--- src/sv/fsp_pkg.sv ---
// Package: shared constants and types for the sync/length/XOR frame parser.
`timescale 1ns / 1ps

package fsp_pkg;

    localparam logic [7:0] SYNC_FIRST  = 8'hA5;
    localparam logic [7:0] SYNC_SECOND = 8'h5A;
    localparam int         STORE_DEPTH = 16;
    localparam int         IDX_W       = 4;   // log2 of STORE_DEPTH
    localparam int         LEN_W       = 5;   // holds 0..STORE_DEPTH

    typedef enum logic [2:0] {
        PH_SYNC0,
        PH_SYNC1,
        PH_TYPE,
        PH_LEN,
        PH_DATA,
        PH_CHECK
    } t_phase;

    // One unit of work for the back end: a raw byte or a checked frame.
    typedef struct packed {
        logic             frame;
        logic [7:0]       ftype;
        logic [LEN_W-1:0] flen;
        logic [7:0]       raw;
        logic             bank;
    } t_job;

    // Payload write from the front end into the back end's store.
    typedef struct packed {
        logic             we;
        logic             bank;
        logic [IDX_W-1:0] addr;
        logic [7:0]       data;
    } t_wr;

    // Payload bank handed back once its last byte has been read.
    typedef struct packed {
        logic rel;
        logic bank;
    } t_rel;

endpackage

--- src/sv/fsp_front.sv ---
// Front end: byte-level frame parser that classifies words into jobs.
`timescale 1ns / 1ps

module fsp_front #(
    parameter int MAX_PAYLOAD = 16
) (
    input  logic          i_clk,
    input  logic          i_rst_n,
    input  logic          i_push,
    output logic          o_full,
    input  logic [7:0]    i_in_byte,
    input  logic          i_q_full,
    output logic          o_job_push,
    output fsp_pkg::t_job o_job,
    output fsp_pkg::t_wr  o_wr,
    input  fsp_pkg::t_rel i_rel
);
    import fsp_pkg::*;

    localparam int LIMIT = (MAX_PAYLOAD < STORE_DEPTH) ? MAX_PAYLOAD : STORE_DEPTH;

    t_phase           r_phase, n_phase;
    logic [7:0]       r_type, n_type;
    logic [LEN_W-1:0] r_len, n_len;
    logic [LEN_W-1:0] r_fill, n_fill;
    logic [7:0]       r_check, n_check;
    logic             r_wr_bank, n_wr_bank;
    logic [1:0]       r_busy, n_busy;
    logic             accept;
    logic             len_bad;
    logic [LEN_W-1:0] fill_inc;
    logic             frame_push;

    // Stall on a full job queue, or when the bank being filled is still draining.
    assign o_full   = i_q_full || (r_phase == PH_DATA && r_busy[r_wr_bank]);
    assign accept   = i_push && !o_full;
    assign len_bad  = 9'(i_in_byte) > 9'(LIMIT);
    assign fill_inc = r_fill + LEN_W'(1);

    // Next phase
    always_comb begin
        n_phase = r_phase;
        if (accept) begin
            case (r_phase)
                PH_SYNC0: n_phase = (i_in_byte == SYNC_FIRST) ? PH_SYNC1 : PH_SYNC0;
                PH_SYNC1: begin
                    if (i_in_byte == SYNC_SECOND)     n_phase = PH_TYPE;
                    else if (i_in_byte != SYNC_FIRST) n_phase = PH_SYNC0;
                end
                PH_TYPE:  n_phase = PH_LEN;
                PH_LEN: begin
                    if (len_bad)                n_phase = PH_SYNC0;
                    else if (i_in_byte == 8'd0) n_phase = PH_CHECK;
                    else                        n_phase = PH_DATA;
                end
                PH_DATA:  n_phase = (fill_inc >= r_len) ? PH_CHECK : PH_DATA;
                PH_CHECK: n_phase = PH_SYNC0;
                default:  n_phase = PH_SYNC0;
            endcase
        end
    end

    // Datapath and outputs
    always_comb begin
        n_type     = r_type;
        n_len      = r_len;
        n_fill     = r_fill;
        n_check    = r_check;
        n_wr_bank  = r_wr_bank;
        o_job_push = 1'b0;
        frame_push = 1'b0;
        o_job      = '{frame: 1'b0, ftype: 8'd0, flen: '0, raw: i_in_byte, bank: r_wr_bank};
        o_wr       = '{we: 1'b0, bank: r_wr_bank, addr: r_fill[IDX_W-1:0], data: i_in_byte};
        if (accept) begin
            case (r_phase)
                PH_SYNC0: o_job_push = (i_in_byte != SYNC_FIRST);
                PH_SYNC1: ;
                PH_TYPE:  n_type = i_in_byte;
                PH_LEN: begin
                    if (!len_bad) begin
                        n_len   = i_in_byte[LEN_W-1:0];
                        n_fill  = '0;
                        n_check = r_type ^ i_in_byte;
                    end
                end
                PH_DATA: begin
                    o_wr.we = 1'b1;
                    n_check = r_check ^ i_in_byte;
                    n_fill  = fill_inc;
                end
                PH_CHECK: begin
                    if (i_in_byte == r_check) begin
                        o_job_push = 1'b1;
                        frame_push = 1'b1;
                        o_job      = '{frame: 1'b1, ftype: r_type, flen: r_len,
                                       raw: 8'd0, bank: r_wr_bank};
                        if (r_len != '0) n_wr_bank = !r_wr_bank;
                    end
                end
                default: ;
            endcase
            if (n_phase == PH_SYNC0) begin
                n_type  = 8'd0;
                n_len   = '0;
                n_fill  = '0;
                n_check = 8'd0;
            end
        end
    end

    // Bank ownership: set when a frame with payload is queued, cleared on release.
    always_comb begin
        n_busy = r_busy;
        if (i_rel.rel) n_busy[i_rel.bank] = 1'b0;
        if (frame_push && r_len != '0) n_busy[r_wr_bank] = 1'b1;
    end

    always_ff @(posedge i_clk) begin
        if (!i_rst_n) begin
            r_phase   <= PH_SYNC0;
            r_type    <= 8'd0;
            r_len     <= '0;
            r_fill    <= '0;
            r_check   <= 8'd0;
            r_wr_bank <= 1'b0;
            r_busy    <= 2'b00;
        end else begin
            r_phase   <= n_phase;
            r_type    <= n_type;
            r_len     <= n_len;
            r_fill    <= n_fill;
            r_check   <= n_check;
            r_wr_bank <= n_wr_bank;
            r_busy    <= n_busy;
        end
    end

    a_no_write_busy_bank: assert property (@(posedge i_clk) disable iff (!i_rst_n)
        o_wr.we |-> !r_busy[o_wr.bank])
        else $error("payload write into a bank still being drained");

endmodule

--- src/sv/fsp_jobq.sv ---
// Job queue: short FIFO between the parser front end and the emitter back end.
`timescale 1ns / 1ps

module fsp_jobq (
    input  logic          i_clk,
    input  logic          i_rst_n,
    input  logic          i_push,
    input  fsp_pkg::t_job i_job,
    output logic          o_full,
    input  logic          i_pop,
    output fsp_pkg::t_job o_job,
    output logic          o_valid
);
    import fsp_pkg::*;

    localparam int DEPTH = 4;
    localparam int PTR_W = 2;

    t_job             r_slot [DEPTH];
    logic [PTR_W-1:0] r_head, r_tail;
    logic [PTR_W:0]   r_count;

    assign o_full  = (r_count == (PTR_W+1)'(DEPTH));
    assign o_valid = (r_count != '0);
    assign o_job   = r_slot[r_head];

    always_ff @(posedge i_clk) begin
        if (i_push) r_slot[r_tail] <= i_job;
    end

    always_ff @(posedge i_clk) begin
        if (!i_rst_n) begin
            r_head  <= '0;
            r_tail  <= '0;
            r_count <= '0;
        end else begin
            if (i_push) r_tail <= r_tail + PTR_W'(1);
            if (i_pop)  r_head <= r_head + PTR_W'(1);
            case ({i_push, i_pop})
                2'b10:   r_count <= r_count + (PTR_W+1)'(1);
                2'b01:   r_count <= r_count - (PTR_W+1)'(1);
                default: r_count <= r_count;
            endcase
        end
    end

    a_no_overflow: assert property (@(posedge i_clk) disable iff (!i_rst_n)
        !(i_push && o_full && !i_pop))
        else $error("job queue overflow");

endmodule

--- src/sv/fsp_back.sv ---
// Back end: payload store and emitter that turns jobs into result words.
`timescale 1ns / 1ps

module fsp_back (
    input  logic                        i_clk,
    input  logic                        i_rst_n,
    input  fsp_pkg::t_wr                i_wr,
    input  logic                        i_q_valid,
    input  fsp_pkg::t_job               i_q_job,
    output logic                        o_q_pop,
    output fsp_pkg::t_rel               o_rel,
    output logic                        empty,
    input  logic                        pop,
    output logic                        o_kind,
    output logic [7:0]                  o_frame_type,
    output logic [fsp_pkg::LEN_W-1:0]   o_frame_length,
    output logic [fsp_pkg::IDX_W-1:0]   o_element_index,
    output logic [7:0]                  o_element_byte,
    output logic                        o_has_data,
    output logic                        o_last
);
    import fsp_pkg::*;

    typedef struct packed {
        logic             kind;
        logic [7:0]       ftype;
        logic [LEN_W-1:0] flen;
        logic [IDX_W-1:0] idx;
        logic [7:0]       raw;
        logic             has;
        logic             last;
        logic             use_mem;
    } t_meta;

    logic [7:0]       r_mem [2*STORE_DEPTH];
    logic             r_active;
    t_job             r_job;
    logic [IDX_W-1:0] r_idx;
    logic             r_s1_valid;
    t_meta            r_s1;
    logic [7:0]       r_rdata;
    logic             r_s2_valid;
    t_meta            r_s2;
    logic [7:0]       r_s2_byte;

    t_meta            issue_meta;
    logic             has_payload;
    logic             issue_last;
    logic             s2_load;
    logic             s1_load;

    always_ff @(posedge i_clk) begin
        if (i_wr.we) r_mem[{i_wr.bank, i_wr.addr}] <= i_wr.data;
    end

    assign has_payload = r_job.frame && (r_job.flen != '0);
    assign issue_last  = !has_payload || ({1'b0, r_idx} + LEN_W'(1) == r_job.flen);

    always_comb begin
        if (!r_job.frame) begin
            issue_meta = '{kind: 1'b0, ftype: 8'd0, flen: '0, idx: '0,
                           raw: r_job.raw, has: 1'b1, last: 1'b1, use_mem: 1'b0};
        end else if (!has_payload) begin
            issue_meta = '{kind: 1'b1, ftype: r_job.ftype, flen: '0, idx: '0,
                           raw: 8'd0, has: 1'b0, last: 1'b1, use_mem: 1'b0};
        end else begin
            issue_meta = '{kind: 1'b1, ftype: r_job.ftype, flen: r_job.flen, idx: r_idx,
                           raw: 8'd0, has: 1'b1, last: issue_last, use_mem: 1'b1};
        end
    end

    assign s2_load = r_s1_valid && (!r_s2_valid || pop);
    assign s1_load = r_active && (!r_s1_valid || s2_load);
    assign o_q_pop = i_q_valid && (!r_active || (s1_load && issue_last));
    assign o_rel   = '{rel: s1_load && issue_last && has_payload, bank: r_job.bank};

    // Job sequencer: one element per cycle into the read stage, unless the stages ahead are held up by pop.
    always_ff @(posedge i_clk) begin
        if (!i_rst_n) begin
            r_active <= 1'b0;
            r_idx    <= '0;
        end else begin
            if (o_q_pop) begin
                r_active <= 1'b1;
                r_idx    <= '0;
            end else if (s1_load) begin
                if (issue_last) begin
                    r_active <= 1'b0;
                    r_idx    <= '0;
                end else begin
                    r_idx <= r_idx + IDX_W'(1);
                end
            end
        end
    end

    always_ff @(posedge i_clk) begin
        if (o_q_pop) r_job <= i_q_job;
    end

    // Read stage (registered store read) and output register.
    always_ff @(posedge i_clk) begin
        if (s1_load) begin
            r_s1    <= issue_meta;
            r_rdata <= r_mem[{r_job.bank, r_idx}];
        end
        if (s2_load) begin
            r_s2      <= r_s1;
            r_s2_byte <= r_s1.use_mem ? r_rdata : r_s1.raw;
        end
    end

    always_ff @(posedge i_clk) begin
        if (!i_rst_n) begin
            r_s1_valid <= 1'b0;
            r_s2_valid <= 1'b0;
        end else begin
            if (s1_load)     r_s1_valid <= 1'b1;
            else if (s2_load) r_s1_valid <= 1'b0;
            if (s2_load)     r_s2_valid <= 1'b1;
            else if (pop)    r_s2_valid <= 1'b0;
        end
    end

    assign empty           = !r_s2_valid;
    assign o_kind          = r_s2.kind;
    assign o_frame_type    = r_s2.ftype;
    assign o_frame_length  = r_s2.flen;
    assign o_element_index = r_s2.idx;
    assign o_element_byte  = r_s2_byte;
    assign o_has_data      = r_s2.has;
    assign o_last          = r_s2.last;

    a_idx_in_frame: assert property (@(posedge i_clk) disable iff (!i_rst_n)
        (r_active && has_payload) |-> ({1'b0, r_idx} < r_job.flen))
        else $error("element index ran past frame length");

    a_last_ends_job: assert property (@(posedge i_clk) disable iff (!i_rst_n)
        (s1_load && issue_last && !o_q_pop) |=> !r_active)
        else $error("sequencer stayed active after last element");

endmodule

--- src/sv/sync_length_xor_frame_parser.sv ---
// Top level: two-byte sync, type/length/XOR-checksum frame parser.
`timescale 1ns / 1ps

// Takes one received byte per word and hunts for the sync pair A5 5A, then a
// type byte, a length byte (up to the smaller of MAX_PAYLOAD and 16), the
// payload and an XOR checksum over type, length and payload. A good frame
// comes out as one result word per payload byte (kind=1, last on the final
// one), or one data-less word for an empty frame; a bad frame is dropped.
// Bytes seen while hunting for the first sync byte that are not A5 come out
// as raw words (kind=0). The input takes one byte per cycle while full is
// low. The parser front end queues jobs into a 4-entry queue; the back end
// emits one result per cycle while pop is held, from a two-bank payload
// store, so a frame drains while the next one is being received. full rises
// when the job queue is full, or when a third frame's payload would land in
// a bank whose frame is still being emitted. No clearing pass is needed
// after reset.
module sync_length_xor_frame_parser #(
    parameter int MAX_PAYLOAD = 16
) (
    input  logic                      i_clk,
    input  logic                      i_rst_n,
    input  logic                      push,
    output logic                      full,
    input  logic [7:0]                i_in_byte,
    output logic                      empty,
    input  logic                      pop,
    output logic                      o_kind,
    output logic [7:0]                o_frame_type,
    output logic [fsp_pkg::LEN_W-1:0] o_frame_length,
    output logic [fsp_pkg::IDX_W-1:0] o_element_index,
    output logic [7:0]                o_element_byte,
    output logic                      o_has_data,
    output logic                      o_last
);
    import fsp_pkg::*;

    logic q_full;
    logic job_push;
    t_job job_in;
    t_job job_out;
    logic q_valid;
    logic q_pop;
    t_wr  wr;
    t_rel rel;

    // Front end: parser state machine, checksum and payload writes.
    fsp_front #(
        .MAX_PAYLOAD(MAX_PAYLOAD)
    ) u_front (
        .i_clk      (i_clk),
        .i_rst_n    (i_rst_n),
        .i_push     (push),
        .o_full     (full),
        .i_in_byte  (i_in_byte),
        .i_q_full   (q_full),
        .o_job_push (job_push),
        .o_job      (job_in),
        .o_wr       (wr),
        .i_rel      (rel)
    );

    // Decoupling queue of raw-byte and frame jobs.
    fsp_jobq u_jobq (
        .i_clk   (i_clk),
        .i_rst_n (i_rst_n),
        .i_push  (job_push),
        .i_job   (job_in),
        .o_full  (q_full),
        .i_pop   (q_pop),
        .o_job   (job_out),
        .o_valid (q_valid)
    );

    // Back end: payload store, element sequencer and output register.
    fsp_back u_back (
        .i_clk           (i_clk),
        .i_rst_n         (i_rst_n),
        .i_wr            (wr),
        .i_q_valid       (q_valid),
        .i_q_job         (job_out),
        .o_q_pop         (q_pop),
        .o_rel           (rel),
        .empty           (empty),
        .pop             (pop),
        .o_kind          (o_kind),
        .o_frame_type    (o_frame_type),
        .o_frame_length  (o_frame_length),
        .o_element_index (o_element_index),
        .o_element_byte  (o_element_byte),
        .o_has_data      (o_has_data),
        .o_last          (o_last)
    );

endmodule

--- config.mk ---
export PLATFORM = sky130hd
export DESIGN_NAME = sync_length_xor_frame_parser
export DESIGN_NICKNAME = d
export VERILOG_FILES = /design/src/sv/fsp_pkg.sv /design/src/sv/fsp_front.sv /design/src/sv/fsp_jobq.sv /design/src/sv/fsp_back.sv /design/src/sv/sync_length_xor_frame_parser.sv
export SDC_FILE = /design/constraint.sdc
export NUM_CORES = 1
export LEC_CHECK = 0
export BUFFER_PORTS_ARGS = -buffer_cell sky130_fd_sc_hd__buf_2
export CORE_AREA = 3 3 224 226
export DETAILED_ROUTE_END_ITERATION = 8
export DIE_AREA = 0 0 227 229
export PLACE_DENSITY = 0.61
export SYNTH_ARGS = -nofsm -noshare
export SYNTH_HDL_FRONTEND = slang
export SYNTH_SLANG_ARGS = --single-unit
--- constraint.sdc ---
create_clock -name i_clk -period 10.7 [get_ports i_clk]
set_clock_uncertainty 0.1 [all_clocks]
set_input_delay 1.605 -clock i_clk [delete_from_list [all_inputs] [get_ports i_clk]]
set_output_delay 1.605 -clock i_clk [all_outputs]
set_load 0.02 [all_outputs]
* After elaboration in Yosys (flattened, before gate mapping)
Memory sizes are Yosys's and may differ from the RTL's. A register that Yosys moved wholly into a read port is not among the register bits. Index checks and enable logic that the tools add are counted.
Cells by class: $add $sub $neg 7, order comparisons 6, eq/ne operators 15, mux-type cells 53, bitwise logic cells 6, reduce and logical (&&, ||, !) cells 43
Operators by type and width (count):
- 2-to-1 mux 23 bit | 3
- 2-to-1 mux 8 bit | 5
- 2-to-1 mux 5 bit | 5
- 2-to-1 mux 1 bit | 24
- one-hot mux 8 bit (2 select lines) | 1
- XOR 8 bit | 2
- 2-to-1 mux 3 bit | 5
- one-hot mux 3 bit (5 select lines) | 1
- nonzero test 2 bit | 7
- logical AND 1 bit | 11
- 2-to-1 mux 11 bit | 1
- one-hot mux 5 bit (2 select lines) | 1
- nonzero test 5 bit | 2
- equality test 3 bit, second input constant | 3
- equality test 8 x 7 -> 1 bit, second input constant | 1
- equality test 8 bit | 1
- equality test 8 bit, second input constant | 1
- > comparator 8 x 5 -> 1 bit, second input constant | 1
- logical NOT 8 bit | 1
- != test 8 bit, second input constant | 1
- equality test 3 x 2 -> 1 bit, second input constant | 2
- logical NOT 1 bit | 6
- logical NOT 3 bit | 2
- one-hot mux 3 bit (2 select lines) | 1
- other kinds (29) | 42
Word-level totals: bits in registers 103, memory bits (writable) 348, word-level logic and storage cells 161, memories kept 2
Memory list:
- u_back.r_mem | words 32, width 8, rd ports 1, clocked after Yosys merged registers in 1, wr ports 1, RTL line fsp_back.sv:35 | logic [7:0] r_mem [2*STORE_DEPTH];
- u_jobq.r_slot | words 4, width 23, rd ports 1, clocked after Yosys merged registers in 1, wr ports 1, RTL line fsp_jobq.sv:19 | t_job r_slot [DEPTH];

* Longest topological paths before layout
Gate-level depths: netlist (run 1).
depth in word-level cells 10, mapped depth 13, depth with buffers taken out 12

* Hierarchy
From an unflattened synthesis (run 1), not the netlist that was laid out.
Unflattened totals: cells, all modules 1070, area, all modules 19500.0 um^2
Modules (own cells, without submodules):
- fsp_back | times used 1, cells an instance 604, area each 13344.0 um^2, seq. area each 10470.0 um^2
- fsp_jobq | times used 1, cells an instance 166, area each 3804.9 um^2, seq. area each 2942.8 um^2
- fsp_front | times used 1, cells an instance 300, area each 2351.0 um^2, seq. area each 640.6 um^2

* Least setup slack after synthesis (run 1)
OpenSTA, ideal clock, no wires.
path type input -> register, start in i_in_byte[6], end mem u_jobq.r_slot[0][0] (netlist bit) (enable), arrival time 3780 ps, setup slack 6415 ps, cell stages on the path 6, buffers on the path 1, cell sequence clkbuf_1 -> xnor2_1 -> nand3_1 -> nor4_4 -> a21oi_4 -> nor2b_1
Between the ends: longest elaborated chain between the ends 6, elaborated cells on any way between the ends 7, classes of those cells eq/ne (2); mux (5)
Ends and longest elaborated chain:
- from (decl) | RTL line sync_length_xor_frame_parser.sv:24 | input logic [7:0] i_in_byte,
- equality test 8 bit | RTL line fsp_front.sv:92 | if (i_in_byte == r_check) begin
- 2-to-1 mux 1 bit | RTL line fsp_front.sv:92
- one-hot mux 1 bit (2 select lines) * | RTL line fsp_front.sv:75 | case (r_phase)
- 2-to-1 mux 1 bit * | RTL line fsp_front.sv:74 | if (accept) begin
- 2-to-1 mux 1 bit * | RTL line fsp_jobq.sv:28 | if (i_push) r_slot[r_tail] <= i_job;
- 2-to-1 mux 1 bit (not written as such) * | RTL line fsp_jobq.sv:28
- to (decl) | RTL line fsp_jobq.sv:19
Mark *: on every way between the ends. The rest lies on a longest branch, timed or not.

* Worst setup path in the final report (run 1)
start in i_in_byte[2], end reg u_jobq.r_count[2]
Between the ends: longest elaborated chain between the ends 6, elaborated cells on any way between the ends 9, classes of those cells eq/ne (4); mux (4); reduce/logical (1)
Ends and longest elaborated chain:
- equality test 8 bit | RTL line fsp_front.sv:92
- 2-to-1 mux 1 bit | RTL line fsp_front.sv:92
- one-hot mux 1 bit (2 select lines) * | RTL line fsp_front.sv:75
- 2-to-1 mux 1 bit * | RTL line fsp_front.sv:74
- equality test 2 x 1 -> 1 bit / equality test 2 bit (equally long branches) | RTL line fsp_jobq.sv:39 | case ({i_push, i_pop})
- one-hot mux 3 bit (2 select lines) / nonzero test 2 bit (equally long branches)
- to (signal assigned) | RTL line fsp_jobq.sv:40 | 2'b10: r_count <= r_count + (PTR_W+1)'(1);
- to (signal assigned) | RTL line fsp_jobq.sv:41 | 2'b01: r_count <= r_count - (PTR_W+1)'(1);
- to (signal assigned) | RTL line fsp_jobq.sv:42 | default: r_count <= r_count;
- to (decl) | RTL line fsp_jobq.sv:21 | logic [PTR_W:0] r_count;
Marks and branches as above. A chain may end at the register's enable or synchronous reset.

==> results.cfg, run 1 <==
[outcome]
status = finished, final reports clean

[power]
power_density_nw_per_um2 = 214
power.leakage_nw = 6.73
vdd_ir_drop_max_mv = 0.113

[timing]
slew_headroom_pct = 24.7
holdWs_ns = 0.319
final_hold_viol_count = 0
worst_pin_slew_ns = 1.13
max_freq_mhz = 248
setup_tns_ns = 0
rsz0062_at_grt = no
drv_slew = 0
finalSetupViolations = 0
min_period_ns = 4.03
period_share_pct = 37.6

[synth]
yosysSeqAreaShare_pct = 73.0
ys_ff_latch = 482
yosysWarnings = 0
synth-edff-count = 436
netlist_top_cells_count = edfxtp_1, mux4_2, nand2_1
yosysTopAreaCellShare_pct = 68.2
synthTopCellsByArea = edfxtp_1, mux4_2, dfxtp_1
synth_top_area_cell = edfxtp_1
syn_nets = 1060
avgSynthCellArea_um2 = 18.6
ys.flop_type = edfxtp_1
yosysMostFrequentCell = edfxtp_1
ys_async_sr_fraction_pct = 0
synth_cell_types = 59
synthCells = 1032
syn-cell-area_um2 = 19200

[global_routing]
track_usage_pct = 15.2
grt_pass1_wl_um = 59000
grt_overflow = 0
grt_max_degree = 54
grt_antenna_before_repair = 0
grt_pass1_vias = 9459

[run]
maxCapViolCount = 0

[die]
num_rows = 81
fp.coreArea_um2 = 48500
die-height_um = 229
die_x_um = 227
start_util_pct = 39.5
dieArea_um2 = 52000
io_pins = 42

[route]
antenna_left = 0
wire_per_inst_um = 22.1
drtIter0Drc = 722
drc_errors = 0
wl_um = 38500
vias = 9100
viasPerCell = 5.23
dr.pass1.iters = 4

[final_layout]
multi_input_area_um2 = 4810
fin_util_pct = 44.2
drive_above_1_share_pct = 24.1
layout.nets = 1110
fillers = 4098
ff_latch_area_um2 = 14000
area_growth_pct = 11.8

[clock_network]
postCtsSetupBuffers = 0
cts-root-buf = clkbuf_16
cts_hold_buf = 0
cts_htree_levels = 2
clk_latency_ns = 0.57
numClockSinks = 482
cts.reportedPaths.clkPinSlew_ns = 0.06
cts_max_path_buffers = 3
cts_tree = done
ctsResizeCount = 0
numCtsBuffers = 48

[worst_hold_path]
min_path_type = flop to flop

[critical_path]
arrival_ns = 4.41
critPathLaunchType = input pin
path_cells = buf_2 -> xnor2_1 -> nand3_1 -> nor4_4 -> buf_4 -> a21oi_4 -> ha_1 -> inv_1 -> fa_1 -> xor2_1 -> or3_1 -> a21boi_0
cp_slowest_cell = buf_2
cp.required_ns = 11.08
worstPathBufferInverterCount = 3
crit_type = input pin to flop
critPathTopFamily = buffers and inverters
cp_max_fo = 40
endpoint_kind = flop
cpPeakStageDelay_ns = 0.58

[placed_design]
dp_hpwl_um = 23600
port_buffers = 41
gp_congestion = 0.772
[through the flow]
stage | power, mW | instances | instance area (µm²) | setup WS (ns)
final | 4.60 | 1740 | 21500 | 6.67
after global routing | 4.80 | 1739 | 21400 | 6.41
after CTS | 4.66 | 1739 | 21400 | 6.63
after detailed placement | 3.12 | 1654 | 20000 | 6.06
after global placement | 3.11 | 1654 | 20000 | 6.21
after floorplan | 2.90 | 1032 | 19200 | 6.41
[layout by cell type, fill, tap and decap left out, types with 10 or more instances in the layout]
cell       count
mux4_2       103
ha_1          15
nand2_1       47
buf_4         17
nor2_1        43
a21oi_1       11
a21boi_1      10
dfxtp_1       43
nand3_1       36
o21ai_0       17
inv_1         21
and2_1        36
clkbuf_16     49
buf_2         41
mux2i_1       11
nor2b_1       21
clkbuf_1      16
mux2_2        16
edfxtp_1     436
xnor2_1       26
[area by class of cell]
| cell class | instances | share of cell area, % |
|---|---|---|
| inverters | 22 | 0.385 |
| multi-input cells | 470 | 22.4 |
| diodes | 1 | 0.0117 |
| flip-flops and latches | 482 | 65.4 |
| clock inverters | 18 | 0.496 |
| clock buffers | 67 | 6.12 |
| repair buffers | 58 | 1.55 |
| well taps | 622 | 3.63 |
[final timing paths]
path	from	end	slack, ns	cells past startpoint
worst max-delay path	i_in_byte[2]	u_jobq.r_count[2]$_SDFFE_PN0P_	6.67	12
worst max register to register	u_front.r_wr_bank$_SDFFE_PN0P_	u_back.r_mem[4][7]$_DFFE_PP_	6.93	5
worst min register to register	u_back.r_s1[28]$_SDFFCE_PN0P_	u_back.o_kind$_DFFE_PP_	0.32	0
worst min-delay path	u_back.r_s1[28]$_SDFFCE_PN0P_	u_back.o_kind$_DFFE_PP_	0.32	0
[cell families after synthesis]
kind of cell	after synthesis	synth area share, %
flip-flops	482	73.0
AND/OR/NAND/NOR	228	6.41
multiplexers	130	13.6
buffers and inverters	80	1.97
AO/OA/AOI/OAI	67	2.58
XOR/XNOR	29	1.32
adder cells (fa/ha/maj)	16	1.08
[registers in the layout, indices dropped and copies added (netlist names), 8 cells and up]
| name | cells |
|---|---|
| u_back.o_element_byte | 8 |
| u_back.o_frame_type | 8 |
| u_back.r_job | 22 |
| u_back.r_mem | 256 |
| u_back.r_rdata | 8 |
| u_back.r_s1 | 29 |
| u_front.r_check | 8 |
| u_front.r_type | 8 |
| u_jobq.r_slot | 92 |
[power breakdown]
| group | total, mW | internal [mW] | switching (mW) | leakage [nW] |
|---|---|---|---|---|
| Clock | 1.54 | 0.875 | 0.662 | 0.693 |
| Combinational | 0.649 | 0.282 | 0.367 | 1.67 |
| Sequential | 2.41 | 2.30 | 0.108 | 4.37 |
| Total | 4.60 | 3.46 | 1.14 | 6.73 |
[layer usage]
metal	vias to the layer above	GRT usage [%]	routed length (µm)
li1	4139	-	-
met4	0	3.88	787
met2	173	24.5	18800
met3	58	3.00	1800
met1	4730	21.2	17200
met5	-	0	0
[worst reg2reg max path, stage by stage, from the launching register on]
cell and delay, ns:
dfxtp_1 0.69, mux2i_1 0.70, nand2_1 0.19, nor2_1 0.48, nand2_1 0.33, nor2_1 0.90
Note: power is estimated with default switching activity, not from simulation.
==> run 2, diff against run 1 <==
--- a/config.mk
+++ b/config.mk
@@ -5,11 +5,12 @@
 export SDC_FILE = /design/constraint.sdc
 export NUM_CORES = 1
 export LEC_CHECK = 0
+export ABC_AREA = 1
 export BUFFER_PORTS_ARGS = -buffer_cell sky130_fd_sc_hd__buf_2
-export CORE_AREA = 3 3 224 226
+export CORE_AREA = 3 3 225 227
 export DETAILED_ROUTE_END_ITERATION = 8
-export DIE_AREA = 0 0 227 229
-export PLACE_DENSITY = 0.61
+export DIE_AREA = 0 0 228 230
+export PLACE_DENSITY = 0.62
 export SYNTH_ARGS = -nofsm -noshare
 export SYNTH_HDL_FRONTEND = slang
 export SYNTH_SLANG_ARGS = --single-unit
==> constraint.sdc (replaced) <==
create_clock -name i_clk -period 4.2 [get_ports i_clk]
set_clock_uncertainty 0.1 [all_clocks]
set_input_delay 0.63 -clock i_clk [delete_from_list [all_inputs] [get_ports i_clk]]
set_output_delay 0.63 -clock i_clk [all_outputs]
set_load 0.02 [all_outputs]
==> results.cfg, run 2 <==
[outcome]
status = finished, final reports clean

[critical_path]
cp_max_fo = 129
path_cells = buf_12 -> clkinv_2 -> buf_4 -> o21ai_0 -> o22ai_1 -> nor2_1 -> nor2_1 -> o21ai_0 -> a32oi_1
critPathTopFamily = buffers and inverters
arrival_ns = 3.36
crit_type = flop to flop
worstPathBufferInverterCount = 3
critPathLaunchType = flop
cpPeakStageDelay_ns = 0.63
cp.required_ns = 4.33
endpoint_kind = flop
cp_slowest_cell = clkinv_2

[final_layout]
final_cell_mix = edfxtp_1, nor2_1, o21ai_0
layout.nets = 1663
fin_area_um2 = 22100
final_common_cell = edfxtp_1
area_growth_pct = 13.6
fillers = 4409
antenna_cells = 0
top_register = u_back.r_mem
drive_above_1_share_pct = 12.3
ff_latch_area_um2 = 14000
top_regs = u_back.r_mem (256), u_jobq.r_slot (92), u_back.r_s1 (29)
multi_input_area_um2 = 4690
largest_reg_flops = 256

[placed_design]
dp_hpwl_um = 28700
gp_congestion = 0.852
placed_cell_area_um2 = 20500
place_ws_ns = 0.902
port_buffers = 41

[clock_network]
cts_htree_levels = 2
cts-root-buf = clkbuf_16
clk_latency_ns = 0.57
cts_tree = done
cts_hold_buf = 0
ctsResizeCount = 0
numCtsBuffers = 47
numClockSinks = 482
postCtsSetupBuffers = 0
cts.reportedPaths.clkPinSlew_ns = 0.06
cts_max_path_buffers = 3

[die]
dieArea_um2 = 52400
start_util_pct = 39.8
io_pins = 42
fp.coreArea_um2 = 48800
num_rows = 81
die_x_um = 228
die-height_um = 230

[global_routing]
grt_pass1_wl_um = 70800
grt_antenna_before_repair = 0
grt_pass1_vias = 11928
track_usage_pct = 17.4
grt_overflow = 0
grt_max_degree = 130

[power]
seqPwrFrac_pct = 49.1
internal_power_mw = 8.99
power.switching_mw = 3.45
power_density_nw_per_um2 = 563
swShare_pct = 27.8
p_clk_share_pct = 34.2
power.leakage_nw = 7.63
vdd_ir_drop_max_mv = 0.338
p_comb_share_pct = 16.7

[synth]
ys_async_sr_fraction_pct = 0
netlist_top_cells_count = edfxtp_1, nor2_1, o21ai_0
yosysSeqAreaShare_pct = 72.1
synth_cell_types = 44
synth_top_area_cell = edfxtp_1
syn-cell-area_um2 = 19400
yosysMostFrequentCell = edfxtp_1
avgSynthCellArea_um2 = 12.3
synthCells = 1581
synth-edff-count = 436
yosysTopAreaCellShare_pct = 67.3
ys_ff_latch = 482
synthTopCellsByArea = edfxtp_1, nor2_1, o21ai_0
yosysWarnings = 0
syn_nets = 1609
ys.flop_type = edfxtp_1

[timing]
finalSetupViolations = 0
holdWs_ns = 0.314
max_freq_mhz = 310
min_period_ns = 3.22
period_share_pct = 76.8
setup_tns_ns = 0
rsz0062_at_grt = no
finalWorstSetupSlack_ns = 0.975
drv_slew = 0
slew_headroom_pct = 28.8
final_hold_viol_count = 0
worst_pin_slew_ns = 1.07

[route]
viasPerCell = 5.26
dr.pass1.iters = 6
drc_errors = 0
antenna_left = 0
vias = 12303
wl_um = 46500
drtIter0Drc = 1075
wire_per_inst_um = 19.9

[worst_hold_path]
min_path_type = flop to flop

[run]
maxCapViolCount = 0
==> run 2: cell count changes after synthesis, sizes merged, moves of 18 or more <==
cell	change
and2	-36
mux4	-103
o22ai	+35
o221ai	+52
nand2	+76
inv	+85
xnor2	-19
a21oi	+23
nor2b	-26
clkbuf	+36
nor2	+250
o21ai	+182
nand3	+40
a21boi	-18
==> run 2: path summary, 6_finish.rpt <==
| check | startpoint | slack [ns] | end | cells past startpoint |
|---|---|---|---|---|
| worst max-delay path | u_back.r_idx[0]$_SDFFE_PP0P_ | 0.98 | u_back.r_rdata[7]$_DFFE_PP_ | 9 |
| worst min-delay path | u_back.r_s1[28]$_SDFFCE_PN0P_ | 0.31 | u_back.o_kind$_DFFE_PP_ | 0 |
| worst max register to register | u_back.r_idx[0]$_SDFFE_PP0P_ | 0.98 | u_back.r_rdata[7]$_DFFE_PP_ | 9 |
| worst min register to register | u_back.r_s1[28]$_SDFFCE_PN0P_ | 0.31 | u_back.o_kind$_DFFE_PP_ | 0 |
==> run 2: area by class of cell <==
type	count	share of cell area [%]
tap	664	3.76
multi-input combinational	908	21.2
clock buffer	56	5.67
inverter	109	1.89
sequential	482	63.5
clock inverter	31	1.37
timing repair buffer	87	2.61
==> run 2: cells by family (layout without fill, tap and decap cells) <==
kind of cell | Yosys count | count (layout) | share of synthesized area (%)
AND/OR/NAND/NOR | 525 | 525 | 11.4
flip-flops | 482 | 482 | 72.1
AO/OA/AOI/OAI | 345 | 345 | 10.4
buffers and inverters | 191 | 283 | 3.90
adder cells (fa/ha/maj) | 16 | 16 | 1.07
XOR/XNOR | 14 | 14 | 0.631
multiplexers | 8 | 8 | 0.463
==> run 2: per-layer routing <==
| layer | share of wire [%] | vias to the layer above | routed length, µm | global-route usage [%] |
|---|---|---|---|---|
| met5 | 0 | - | 0 | 0 |
| met4 | 3.2 | 0 | 1470 | 6.33 |
| met3 | 6.5 | 79 | 3000 | 3.62 |
| met2 | 48 | 397 | 22600 | 29.2 |
| met1 | 42 | 6003 | 19500 | 22.5 |
| li1 | - | 5824 | - | - |
==> run 2: power by group through the flow <==
stage          Combinational (mW)  Sequential, mW  Clock, mW
6_report                     2.08            6.11       4.25
3_5_place_dp                 2.09            6.21          0
3_3_place_gp                 2.06            6.20          0
4_1_cts                      2.10            6.12       4.33
5_1_grt                      2.31            6.15       4.52
2_1_floorplan                1.31            6.21          0
==> run 2: through the flow <==
stage	utilization (%)	std cells	power [mW]
after floorplan	-	1581	7.51
after global placement	42.0	2250	8.26
after detailed placement	42.0	2250	8.31
after CTS	45.2	2337	12.5
after global routing	45.2	2337	13.0
final	45.2	2337	12.4
==> run 2: worst register-to-register path: cells and delay by family (launching register included) <==
kind | cells | cell delay, ns
simple gates | 2 | 0.15
buf+inv | 3 | 1.55
compound gates | 4 | 0.70
flops | 1 | 0.38
==> run 3, diff against run 2 <==
--- a/config.mk
+++ b/config.mk
@@ -5,12 +5,12 @@
 export SDC_FILE = /design/constraint.sdc
 export NUM_CORES = 1
 export LEC_CHECK = 0
-export ABC_AREA = 1
+export ABC_AREA = 0
 export BUFFER_PORTS_ARGS = -buffer_cell sky130_fd_sc_hd__buf_2
-export CORE_AREA = 3 3 225 227
+export CORE_AREA = 3 3 224 226
 export DETAILED_ROUTE_END_ITERATION = 8
-export DIE_AREA = 0 0 228 230
-export PLACE_DENSITY = 0.62
+export DIE_AREA = 0 0 227 229
+export PLACE_DENSITY = 0.63
 export SYNTH_ARGS = -nofsm -noshare
 export SYNTH_HDL_FRONTEND = slang
 export SYNTH_SLANG_ARGS = --single-unit
==> constraint.sdc (replaced) <==
create_clock -name i_clk -period 2.72 [get_ports i_clk]
set_clock_uncertainty 0.1 [all_clocks]
set_input_delay 0.408 -clock i_clk [delete_from_list [all_inputs] [get_ports i_clk]]
set_output_delay 0.408 -clock i_clk [all_outputs]
set_load 0.02 [all_outputs]
==> results.cfg, run 3 (synthesized netlist as in run 1, its figures left out) <==
[outcome]
status = finished, violations left
violations = setup timing

[critical_path]
arrival_ns = 3.28
endpoint_kind = flop
critPathLaunch = u_back.r_job[12]$_DFFE_PP_
crit_type = flop to flop
critPathLaunchType = flop
critPathCapture = u_jobq.r_count[2]$_SDFFE_PN0P_
regToRegEndpoint = u_jobq.r_count[2]$_SDFFE_PN0P_
cp.required_ns = 3.13
rrSetupSlack_ns = -0.15
reg2regPathDepth = 12
reg2reg_from = u_back.r_job[12]$_DFFE_PP_
cp_max_fo = 2

[final_layout]
layout.nets = 1200
top_regs = u_back.r_mem (256), u_jobq.r_slot (92), u_back.r_s1 (29)
area_growth_pct = 16.8
top_register = u_back.r_mem
final_common_cell = edfxtp_1
fin_area_um2 = 22400
drive_above_1_share_pct = 31.1
largest_reg_flops = 256
final_cell_mix = edfxtp_1, mux4_2, buf_4
fin_util_pct = 46.2
fillers = 4097

[route]
viasPerCell = 5.23
vias = 9588
wl_um = 40300
drc_errors = 0
wire_per_inst_um = 22.0
drtIter0Drc = 752
antenna_left = 0
dr.pass1.iters = 5

[timing]
finalWorstSetupSlack_ns = -0.150
setup_tns_ns = -0.150
slew_headroom_pct = 10.3
worst_pin_slew_ns = 1.33
drv_slew = 0
final_hold_viol_count = 0
max_freq_mhz = 348
period_share_pct = 106
min_period_ns = 2.87
finalSetupViolations = 1
holdWs_ns = 0.125
rsz0062_at_grt = yes

[die]
die-height_um = 229
die_x_um = 227
num_rows = 81
start_util_pct = 39.5
dieArea_um2 = 52000
fp.coreArea_um2 = 48500
io_pins = 42

[clock_network]
cts_htree_levels = 2
cts.reportedPaths.clkPinSlew_ns = 0.06
cts_tree = done
clk_latency_ns = 0.58
cts-root-buf = clkbuf_16
cts_max_path_buffers = 3
numClockSinks = 482
numCtsBuffers = 49

[placed_design]
dp_hpwl_um = 26300
gp_congestion = 0.800
port_buffers = 41
placed_cell_area_um2 = 20800
place_ws_ns = -0.216

[power]
power.leakage_nw = 7.26
power_density_nw_per_um2 = 852
vdd_ir_drop_max_mv = 0.476

[worst_hold_path]
min_path_type = input pin to flop

[global_routing]
grt_max_degree = 49
grt_pass1_wl_um = 61700
grt_pass1_vias = 9697
grt_antenna_before_repair = 0
grt_overflow = 0
track_usage_pct = 15.9

[run]
maxCapViolCount = 0
## run 3: cell types whose count changed in the layout (fill, tap and decap cells not counted), moves of 21 or more
cell,delta
nand3_1,-37
buf_4,+55
o221ai_1,-52
a21oi_1,-23
nor2b_1,+21
inv_1,-81
o21ai_0,-185
o22ai_1,-35
and2_1,+36
mux4_2,+103
nand2_1,-70
nor2_1,-245
## run 3: power breakdown
group | internal (mW) | switching, mW
Sequential | 9.05 | 0.258
Combinational | 1.49 | 1.70
Clock | 3.87 | 2.73
## run 3: timing repair
action,CTS,global route
hold buffers,0,0
endpoints found under the setup margin,2,50
pin swaps,3,2
resized for setup,4,9
setup buffers,1,1
## run 3: per-layer routing
metal / global-route usage (%) / wire, µm
met1: 22.0 / 17400
met2: 26.3 / 20200
met3: 2.91 / 1890
met4: 3.67 / 739
met5: 0 / 0
## run 3: worst min path at each step
stage	startpoint	endpoint	slack, ns	cells past startpoint
after floorplan	u_back.r_s1[11]$_SDFFCE_PN0P_	u_back.o_element_index[0]$_DFFE_PP_	0.30	0
after global placement	u_back.r_s1[20]$_SDFFCE_PN0P_	u_back.o_frame_type[0]$_DFFE_PP_	0.30	0
after detailed placement	u_back.r_s1[15]$_SDFFCE_PN0P_	u_back.o_frame_length[0]$_DFFE_PP_	0.30	0
after CTS	pop	u_back.r_s2_valid$_SDFFE_PN0P_	0.10	3
after global routing	pop	u_back.r_s2_valid$_SDFFE_PN0P_	0.12	3
final	pop	u_back.r_s2_valid$_SDFFE_PN0P_	0.12	3
## run 3: layout make-up
class                   instances  area (µm²)  share of cell area, %
clock inverters                26         280                   1.25
multi-input cells             470        4860                   21.7
well taps                     622         778                   3.47
diodes                          1        2.50                 0.0112
inverters                      22        96.3                  0.430
flip-flops and latches        482       14000                   62.5
repair buffers                147        1090                   4.86
clock buffers                  63        1300                   5.80
## run 3: through the flow
stage                     total power, mW  instances
after floorplan                      11.5       1032
after global placement               12.6       1741
after detailed placement             12.7       1741
after CTS                            19.3       1831
after global routing                 19.9       1832
final                                19.1       1833
## run 3: critical path, cell delays in order (launching register included)
cell and delay [ns]:
edfxtp_1 0.39, or4_4 0.57, o21ai_4 0.15, inv_2 0.06, o31ai_4 0.17, a31oi_2 0.07, bufinv_8 0.20, ha_4 0.12
inv_2 0.03, fa_2 0.33, xor2_1 0.15, or3_1 0.31, a21boi_1 0.13
